**src/sv/esc_pkg.sv**
```systemverilog
// ----------------------------------------------------------------------------
// esc_pkg: shared types, constants and character classes
// Sizes, stack entry layout, bracket status codes and the character
// predicates used by the expression syntax checker.
// ----------------------------------------------------------------------------
package esc_pkg;

	localparam int STACK_DEPTH   = 32;
	localparam int POSITION_BITS = 12;
	localparam int CHAR_W        = 8;
	localparam int STATUS_W      = 3;
	localparam int CNT_W         = $clog2(STACK_DEPTH + 1);
	localparam int IDX_W         = (STACK_DEPTH > 1) ? $clog2(STACK_DEPTH) : 1;
	localparam int IN_DATA_W     = ((CHAR_W + 7) / 8) * 8;
	localparam int OUT_FIELDS_W  = 2 * POSITION_BITS + 2 * CHAR_W + 1;
	localparam int OUT_DATA_W    = ((OUT_FIELDS_W + 7) / 8) * 8;

	localparam logic [CHAR_W-1:0] PRINT_LO  = 8'd32;
	localparam logic [CHAR_W-1:0] PRINT_HI  = 8'd126;
	localparam logic [CHAR_W-1:0] CH_DQUOTE = 8'h22;
	localparam logic [CHAR_W-1:0] CH_BSLASH = 8'h5C;
	localparam logic [CHAR_W-1:0] CH_TAB    = 8'h09;
	localparam logic [CHAR_W-1:0] CH_LF     = 8'h0A;
	localparam logic [CHAR_W-1:0] CH_CR     = 8'h0D;

	typedef logic [CHAR_W-1:0] char_t;
	typedef logic [POSITION_BITS-1:0] pos_t;

	typedef enum logic [1:0] {
		KIND_PAREN  = 2'd0,
		KIND_SQUARE = 2'd1,
		KIND_CURLY  = 2'd2
	} kind_t;

	typedef enum logic [STATUS_W-1:0] {
		BS_NONE       = 3'd0,
		BS_UNEXPECTED = 3'd1,
		BS_MISMATCH   = 3'd2,
		BS_UNCLOSED   = 3'd3,
		BS_TOO_DEEP   = 3'd4
	} bracket_status_t;

	typedef struct packed {
		kind_t kind;
		pos_t  pos;
	} stack_entry_t;

	typedef struct packed {
		logic         push;
		logic         pop;
		logic         clear;
		stack_entry_t entry;
	} stack_cmd_t;

	function automatic logic is_op(input char_t c);
		return c == "+" || c == "-" || c == "*" || c == "/" || c == "^" ||
			c == "%" || c == "<" || c == ">" || c == "=" || c == "!" ||
			c == "&" || c == "|";
	endfunction

	function automatic logic pair_allowed(input char_t a, input char_t b);
		logic ok;
		ok = 1'b0;
		if (b == "=" && (a == "=" || a == "!" || a == "<" || a == ">"))
			ok = 1'b1;
		if ((a == "&" && b == "&") || (a == "|" && b == "|"))
			ok = 1'b1;
		if ((a == "+" || a == "-") && (b == "+" || b == "-"))
			ok = 1'b1;
		return ok;
	endfunction

	function automatic logic is_opener(input char_t c);
		return c == "(" || c == "[" || c == "{";
	endfunction

	function automatic logic is_closer(input char_t c);
		return c == ")" || c == "]" || c == "}";
	endfunction

	function automatic kind_t kind_of(input char_t c);
		kind_t k;
		if (c == "[" || c == "]")
			k = KIND_SQUARE;
		else if (c == "{" || c == "}")
			k = KIND_CURLY;
		else
			k = KIND_PAREN;
		return k;
	endfunction

	function automatic char_t opener_char(input kind_t k);
		char_t c;
		case (k)
			KIND_SQUARE: c = "[";
			KIND_CURLY:  c = "{";
			default:     c = "(";
		endcase
		return c;
	endfunction

	function automatic char_t closer_char(input kind_t k);
		char_t c;
		case (k)
			KIND_SQUARE: c = "]";
			KIND_CURLY:  c = "}";
			default:     c = ")";
		endcase
		return c;
	endfunction

	function automatic logic is_bad_char(input char_t c);
		return c != " " && c != CH_TAB && c != CH_LF && c != CH_CR &&
			(c < PRINT_LO || c > PRINT_HI);
	endfunction

endpackage

```
**src/sv/esc_stack.sv**
```systemverilog
// ----------------------------------------------------------------------------
// esc_stack: bounded bracket stack
// Top entry and the entry below it live in their own registers; deeper entries
// sit in an array that is written at one index and read at one index (two
// below the top) in the clocked block.
// ----------------------------------------------------------------------------
module esc_stack (
	input  logic                         clk,
	input  logic                         arst_n,
	input  esc_pkg::stack_cmd_t          cmd,
	output logic [esc_pkg::CNT_W-1:0]    count,
	output esc_pkg::stack_entry_t        top,
	output esc_pkg::stack_entry_t        below
);

	logic [esc_pkg::CNT_W-1:0] count_q;
	esc_pkg::stack_entry_t     top_q;
	esc_pkg::stack_entry_t     below_q;
	esc_pkg::stack_entry_t     body_q [esc_pkg::STACK_DEPTH];
	logic [esc_pkg::CNT_W-1:0] wr_full;
	logic [esc_pkg::CNT_W-1:0] rd_full;
	logic [esc_pkg::IDX_W-1:0] wr_idx;
	logic [esc_pkg::IDX_W-1:0] rd_idx;

	assign wr_full = count_q - esc_pkg::CNT_W'(1);
	assign rd_full = count_q - esc_pkg::CNT_W'(3);
	assign wr_idx  = wr_full[esc_pkg::IDX_W-1:0];
	assign rd_idx  = rd_full[esc_pkg::IDX_W-1:0];

	assign count = count_q;
	assign top   = top_q;
	assign below = below_q;

	always_ff @(posedge clk or negedge arst_n) begin
		if (!arst_n) begin
			count_q <= '0;
		end else if (cmd.clear) begin
			count_q <= '0;
		end else if (cmd.push) begin
			count_q <= count_q + esc_pkg::CNT_W'(1);
		end else if (cmd.pop) begin
			count_q <= count_q - esc_pkg::CNT_W'(1);
		end
	end

	always_ff @(posedge clk) begin
		if (cmd.push) begin
			top_q   <= cmd.entry;
			below_q <= top_q;
			if (count_q != '0)
				body_q[wr_idx] <= top_q;
		end else if (cmd.pop) begin
			top_q   <= below_q;
			below_q <= body_q[rd_idx];
		end
	end

endmodule

```
**config.mk**
```make
export PLATFORM = sky130hd
export DESIGN_NAME = esc_stack
export DESIGN_NICKNAME = d
export VERILOG_FILES = /design/src/sv/esc_pkg.sv /design/src/sv/esc_stack.sv
export SDC_FILE = /design/constraint.sdc
export NUM_CORES = 1
export LEC_CHECK = 0
export BUFFER_PORTS_ARGS = -buffer_cell sky130_fd_sc_hd__buf_2
export CAP_MARGIN = 10
export CORE_MARGIN = 2
export CORE_UTILIZATION = 55
export DETAILED_ROUTE_END_ITERATION = 16
export PLACE_DENSITY = 0.72
export SYNTH_ARGS = -nofsm -noshare
export SYNTH_HDL_FRONTEND = slang
export SYNTH_SLANG_ARGS = --single-unit
```
**constraint.sdc**
```tcl
create_clock -name clk -period 5.9 [get_ports clk]
set_input_delay 0.885 -clock clk [delete_from_list [all_inputs] [get_ports clk]]
set_output_delay 0.885 -clock clk [all_outputs]
set_load 0.02 [all_outputs]
```
## Yosys cells after proc, flatten, opt, wreduce, memory -nomap -nowiden

Memories as Yosys holds them, arrays and structs flattened.
Cells that the tools add are included.

| storage, ports and cells | value |
|---|---|
| memories kept | 1 |
| register bits after elaboration | 34 |
| input port bits | 19 |
| output and inout bits | 34 |
| word-level logic and storage cells | 22 |
| memory bits (writable) | 448 |

Memory list:

| memory | depth | width | rd ports | clocked after memory_dff | write ports | RTL line | text |
|---|---|---|---|---|---|---|---|
| body_q | 32 | 14 | 1 | 0 | 1 | esc_stack.sv:19 | `esc_pkg::stack_entry_t body_q [esc_pkg::STACK_DEPTH];` |

| cells by class | value |
|---|---|
| add/sub/neg operators | 3 |
| reduce and logical (&&, ||, !) cells | 3 |
| muxes and demuxes | 10 |

Operators by type and width:

| cell | count |
|---|---|
| 2-to-1 mux 14 bit | 4 |
| 2-to-1 mux 6 bit | 3 |
| adder 6 x 1 -> 6 bit, second input constant | 1 |
| nonzero test 6 bit | 1 |
| subtractor 6 x 1 -> 6 bit, second input constant | 1 |
| subtractor 5 x 2 -> 5 bit, second input constant | 1 |
| 2-to-1 mux 1 bit | 3 |
| nonzero test 3 bit | 1 |
| nonzero test 2 bit | 1 |

## Longest topological paths before layout

| depth | value |
|---|---|
| word-level depth | 4 |
| depth in mapped cells | 12 |
| mapped depth without buffers | 6 |

## Least setup slack after synthesis

No wires, ideal clock.

| timing | value |
|---|---|
| path kind | register to register |
| start point | register count_q (netlist bit count[0]) |
| end point | memory body_q[24][0] (netlist name) (enable) |
| path buffers | 4 |
| required time | 5.516 ns |
| clock period less this slack | 2.907 ns |
| setup slack | 2.993 ns |
| setup time | 0.384 ns |
| arrival time | 2.523 ns |
| cell stages (with the launch flop) | 10 |
| path through | dfrtp_1 buf_6 buf_6 buf_6 inv_1 ha_1 clkbuf_1 o31ai_2 nand2_1 nor2_1 |

| on the way | value |
|---|---|
| word-level cells in the longest chain between the ends | 4 |
| elaborated cells on any way between the ends | 5 |
| those cells by class | 1 x add/sub; 3 x mux; 1 x reduce/logical |

Ends and longest elaborated chain:

| item | RTL line | text |
|---|---|---|
| start, declared | esc_stack.sv:16 | `logic [esc_pkg::CNT_W-1:0] count_q;` |
| start signal, assigned | esc_stack.sv:40 | `count_q <= count_q + esc_pkg::CNT_W'(1);` |
| start signal, assigned | esc_stack.sv:42 | `count_q <= count_q - esc_pkg::CNT_W'(1);` |
| branches (longest 4 deep; another with subtractor 6 x 1 -> 6 bit) | - |  |
| end, declared | esc_stack.sv:19 |  |

Parallel ways; which one is timed is not known.

## Worst setup path after layout

| timing | value |
|---|---|
| start point | register count_q (netlist bit count[0]) |
| end point | register below_q (netlist bit below[1]), data pin |

| on the way | value |
|---|---|
| word-level cells in the longest chain between the ends | 4 |

Ends and longest elaborated chain:

| item | RTL line | text |
|---|---|---|
| subtractor 5 x 2 -> 5 bit | esc_stack.sv:26 | `assign rd_full = count_q - esc_pkg::CNT_W'(3);` |
| memory (32 x 14 bit) | - |  |
| 2-to-1 mux 14 bit | esc_stack.sv:52 | `end else if (cmd.pop) begin` |
| 2-to-1 mux 14 bit | esc_stack.sv:47 | `if (cmd.push) begin` |
| end signal, assigned | esc_stack.sv:49 | `below_q <= top_q;` |
| end signal, assigned | esc_stack.sv:54 | `below_q <= body_q[rd_idx];` |
| end, declared | esc_stack.sv:18 | `esc_pkg::stack_entry_t below_q;` |

No other way between the ends. The select of a mux whose other input is x is not followed.
A chain may end at the register's enable or synchronous reset.

==> flow_summary.html <==
<table>
<tr><th>Metric</th><th>Value</th></tr>
<tr><th colspan="2">Timing</th></tr>
<tr><td>Actual slew at the worst max-slew pin</td><td>1.03 ns</td></tr>
<tr><td>Final min period</td><td>3.98 ns</td></tr>
<tr><td>Worst slew margin relative to its limit</td><td>0.312</td></tr>
<tr><td>Worst setup skew after layout</td><td>0.0141 ns</td></tr>
<tr><td>Number of pins exceeding their max-slew limit in the final report</td><td>0</td></tr>
<tr><td>Minimum setup slack in the final design</td><td>1.92 ns</td></tr>
<tr><td>Final cycle utilization of the critical path</td><td>0.674</td></tr>
<tr><td>Unrepaired setup endpoints after global routing</td><td>no</td></tr>
<tr><td>Count of endpoints failing setup in the final report</td><td>0</td></tr>
<tr><td>Hold violation total from the final report</td><td>0</td></tr>
<tr><td>Maximum operating frequency</td><td>0.251 GHz</td></tr>
<tr><td>Setup TNS</td><td>0 ns</td></tr>
<tr><th colspan="2">Finish</th></tr>
<tr><td>Fill cell count</td><td>2360</td></tr>
<tr><td>Syn-to-layout area delta</td><td>12.6%</td></tr>
<tr><td>Fraction of final layout cells sized beyond drive strength 1</td><td>0.313</td></tr>
<tr><td>Cell area after layout</td><td>21500 sq um</td></tr>
<tr><td>Number of nets in the final layout</td><td>1036</td></tr>
<tr><td>Footprint of the flip-flops and latches</td><td>14400 sq um</td></tr>
<tr><td>Antenna Diode Count</td><td>0</td></tr>
<tr><td>Multi-input combinational cell area</td><td>4400 sq um</td></tr>
<tr><td>Post-Route Utilization</td><td>0.627</td></tr>
<tr><th colspan="2">Critical path</th></tr>
<tr><td>Data arrival, critical path</td><td>4.27 ns</td></tr>
<tr><td>Buf/Inv on CP</td><td>2</td></tr>
<tr><td>Launching element of the worst setup path</td><td>count[0]</td></tr>
<tr><td>Worst reg-to-reg path cell count</td><td>7</td></tr>
<tr><td>Worst path cell trace</td><td>inv_1 -&gt; ha_4 -&gt; buf_4 -&gt; mux4_2 -&gt; nand2_1 -&gt; a32o_1 -&gt; o31ai_2</td></tr>
<tr><td>Critical Path RT</td><td>6.19 ns</td></tr>
<tr><td>Element type at the critical path start</td><td>flip-flop</td></tr>
<tr><td>Setup Crit Path Kind</td><td>flip-flop to flip-flop</td></tr>
<tr><td>Gate family responsible for the most delay along the worst path</td><td>flip-flops</td></tr>
<tr><td>Reg-to-Reg End</td><td>below[1]</td></tr>
<tr><td>Crit. End Element</td><td>flip-flop</td></tr>
<tr><td>CP peak stage delay</td><td>0.95 ns</td></tr>
<tr><td>Max stage delay cell, worst path</td><td>sky130_fd_sc_hd__dfrtp_4</td></tr>
<tr><td>Reg-to-reg slack, setup</td><td>1.92 ns</td></tr>
<tr><td>Stages on worst setup path</td><td>7</td></tr>
<tr><td>CP endpoint</td><td>below[1]</td></tr>
<tr><td>Worst flop-to-flop path startpoint</td><td>count[0]</td></tr>
<tr><td>Maximum net fanout on the critical path</td><td>47</td></tr>
<tr><th colspan="2">Floorplan</th></tr>
<tr><td>Die H</td><td>191 microns</td></tr>
<tr><td>Horizontal extent of the die</td><td>191 microns</td></tr>
<tr><td>Core area</td><td>34400 sq um</td></tr>
<tr><td>Die Area</td><td>36300 sq um</td></tr>
<tr><td>Initial cell density of the core</td><td>0.557</td></tr>
<tr><td>Number of I/O pins</td><td>53</td></tr>
<tr><td>Std cell rows</td><td>68</td></tr>
<tr><th colspan="2">Drt</th></tr>
<tr><td>Routed WL per cell</td><td>28.2 microns</td></tr>
<tr><td>Via/cell ratio</td><td>6.22</td></tr>
<tr><td>Routed wire length</td><td>42.3 mm</td></tr>
<tr><td>Number of remaining DRC errors</td><td>0</td></tr>
<tr><td>Starting DRT DRC Count</td><td>998</td></tr>
<tr><td>Vias post-DR</td><td>9344</td></tr>
<tr><td>Remaining antenna violation count</td><td>0</td></tr>
<tr><td>1st-pass router iterations</td><td>6</td></tr>
<tr><th colspan="2">Logic synthesis</th></tr>
<tr><td>Predominant post-synthesis flop cell</td><td>sky130_fd_sc_hd__edfxtp_1</td></tr>
<tr><td>Async set-reset flop share out of synthesis</td><td>0.0124</td></tr>
<tr><td>Post-Synthesis Cell Area</td><td>19100 sq um</td></tr>
<tr><td>Number of storage elements in the synthesis netlist</td><td>482</td></tr>
<tr><td>Portion of the post-synthesis area used by sequential elements</td><td>0.755</td></tr>
<tr><td>Number of nets produced by synthesis</td><td>942</td></tr>
<tr><td>Mean post-synth cell area</td><td>20.9 sq um</td></tr>
<tr><td>Synth cell types</td><td>40</td></tr>
<tr><td>Number of enable flip-flop cells after synthesis</td><td>476</td></tr>
<tr><td>Warnings, synthesis</td><td>0</td></tr>
<tr><td>Count of mapped cells out of synthesis</td><td>917</td></tr>
<tr><th colspan="2">Clocking</th></tr>
<tr><td>Clock-pin transition on the worst setup and hold timing paths</td><td>0.06 ns</td></tr>
<tr><td>Root buf cell</td><td>sky130_fd_sc_hd__clkbuf_16</td></tr>
<tr><td>Post-cts resize count</td><td>0</td></tr>
<tr><td>CTS tree</td><td>built</td></tr>
<tr><td>CTS buffer count</td><td>47</td></tr>
<tr><td>Number of buffers inserted by post-CTS setup repair</td><td>0</td></tr>
<tr><td>Number of buffers on the longest clock path</td><td>3</td></tr>
<tr><td>Insertion delay of the later-clocked pin in the worst-skew pair</td><td>0.56 ns</td></tr>
<tr><td>Sink Count</td><td>482</td></tr>
<tr><td>H-Tree Level Count</td><td>2</td></tr>
<tr><td>Hold-fix buffers at CTS</td><td>0</td></tr>
<tr><th colspan="2">Status</th></tr>
<tr><td>Result of the run</td><td>complete, no violations</td></tr>
<tr><th colspan="2">Job</th></tr>
<tr><td>Number of max-cap violations</td><td>0</td></tr>
<tr><th colspan="2">Placement</th></tr>
<tr><td>Routability Congestion</td><td>0.863</td></tr>
<tr><td>Post-detailed-placement half-perimeter wirelength</td><td>24.5 mm</td></tr>
<tr><td>Post-Place Setup Slack</td><td>1.85 ns</td></tr>
<tr><td>Buffers on Ports</td><td>52</td></tr>
<tr><td>Post-place instance area</td><td>20000 sq um</td></tr>
<tr><th colspan="2">Power</th></tr>
<tr><td>Power density of the placed cells</td><td>383 nW/um^2</td></tr>
<tr><td>Worst vdd rail ir drop</td><td>0.278 mV</td></tr>
<tr><td>Cell leakage power</td><td>7.04 nW</td></tr>
<tr><th colspan="2">Global route</th></tr>
<tr><td>Number of antenna violations at the first check in global routing</td><td>0</td></tr>
<tr><td>Maximum number of pins on one net before global-route repair</td><td>81</td></tr>
<tr><td>Wire length of the first global-routing pass</td><td>62.3 mm</td></tr>
<tr><td>Via count of the first global-routing pass</td><td>9220</td></tr>
<tr><td>Total gr overflow</td><td>0</td></tr>
<tr><td>Total track usage</td><td>0.242</td></tr>
<tr><th colspan="2">Hold path</th></tr>
<tr><td>Class of the worst hold path</td><td>input port to async pin</td></tr>
</table>
==> routing by layer <==
layer / track usage / part of all wire
met1: 0.345 / 0.40
met2: 0.382 / 0.49
met3: 0.0510 / 0.088
met4: 0.0707 / 0.026
met5: 0.0137 / 0.0015
==> logic make-up after synthesis <==
| logic type | synth area share |
|---|---|
| simple gates | 0.0304 |
| flops | 0.755 |
| mux | 0.155 |
| fa+ha+maj | 0.00392 |
| compound gates | 0.0320 |
| buf+inv | 0.0183 |
| xor+xnor | 0.00595 |
==> report_power, final <==
| group | internal [mW] | switching [mW] | total [mW] |
|---|---|---|---|
| combinational | 0.466 | 0.800 | 1.27 |
| sequential | 3.99 | 0.0982 | 4.08 |
| clock | 1.66 | 1.23 | 2.90 |
| total | 6.12 | 2.13 | 8.25 |
==> synthesized netlist by cell type, drive strengths merged (8+ instances only) <==
master | instances | share of area
edfxtp | 476 | 0.75
xnor2 | 8 | 0.0050
o31ai | 17 | 0.011
a32o | 28 | 0.015
buf | 38 | 0.015
clkbuf | 13 | 0.0026
mux2 | 14 | 0.0082
mux4 | 112 | 0.13
nor2 | 50 | 0.0099
mux2i | 28 | 0.015
nand2 | 85 | 0.017
==> layout by cell type (no fill, tap or decap), types with 4 or more instances in the layout <==
| cell type | Yosys | layout |
|---|---|---|
| sky130_fd_sc_hd__edfxtp_1 | 476 | 476 |
| sky130_fd_sc_hd__mux4_2 | 112 | 112 |
| sky130_fd_sc_hd__nand2_1 | 85 | 85 |
| sky130_fd_sc_hd__buf_2 | 16 | 52 |
| sky130_fd_sc_hd__clkbuf_16 | 0 | 48 |
| sky130_fd_sc_hd__buf_4 | 10 | 41 |
| sky130_fd_sc_hd__nor2_1 | 49 | 37 |
| sky130_fd_sc_hd__mux2i_1 | 28 | 28 |
| sky130_fd_sc_hd__a32o_1 | 28 | 28 |
| sky130_fd_sc_hd__o31ai_2 | 15 | 16 |
| sky130_fd_sc_hd__mux2_2 | 14 | 14 |
| sky130_fd_sc_hd__nor2_2 | 1 | 13 |
| sky130_fd_sc_hd__clkinv_2 | 0 | 12 |
| sky130_fd_sc_hd__clkinv_1 | 0 | 9 |
| sky130_fd_sc_hd__inv_1 | 6 | 6 |
| sky130_fd_sc_hd__xnor2_1 | 6 | 6 |
| sky130_fd_sc_hd__clkbuf_1 | 13 | 6 |
| sky130_fd_sc_hd__ha_1 | 6 | 5 |
| sky130_fd_sc_hd__dfrtp_1 | 6 | 5 |
| sky130_fd_sc_hd__a22oi_1 | 4 | 4 |
| sky130_fd_sc_hd__bufinv_16 | 0 | 4 |
==> registers in the layout, indices dropped and copies added (netlist names) <==
name    flops
body_q    448
count       6
below      14
top        14
==> worst register-to-register path, delay by kind of cell (launching register included) <==
family                   cells  cell delay (ns)
adder cells (fa/ha/maj)      1             0.82
AO/OA/AOI/OAI                2             0.41
multiplexers                 1             0.46
AND/OR/NAND/NOR              1             0.13
flip-flops                   1             0.95
buffers and inverters        2             0.95
==> worst min path at each step <==
| stage | from | end | cells past startpoint |
|---|---|---|---|
| 2_1_floorplan | arst_n | count[0] | 0 |
| 3_3_place_gp | below[12] | top[12] | 1 |
| 3_5_place_dp | below[12] | top[12] | 1 |
| 4_1_cts | arst_n | count[4] | 1 |
| 5_1_grt | arst_n | count[4] | 1 |
| 6_report | arst_n | count[4] | 1 |
==> final cells by class <==
| cell class | count | share of cell area |
|---|---|---|
| clock buffer | 54 | 0.0568 |
| clock inverter | 31 | 0.0125 |
| inverter | 6 | 0.00105 |
| multi-input combinational | 378 | 0.204 |
| sequential | 482 | 0.670 |
| tap | 455 | 0.0264 |
| timing repair buffer | 96 | 0.0285 |
==> per-stage QoR <==
step	hold slack, ns	std cells	power (mW)
floorplan	0.589	917	4.96
global placement	0.627	1415	5.40
detailed placement	0.619	1416	5.42
CTS	0.140	1501	8.30
global route	0.142	1502	8.52
finish	0.153	1502	8.25
No activity file was read; power rests on OpenSTA's default activity.
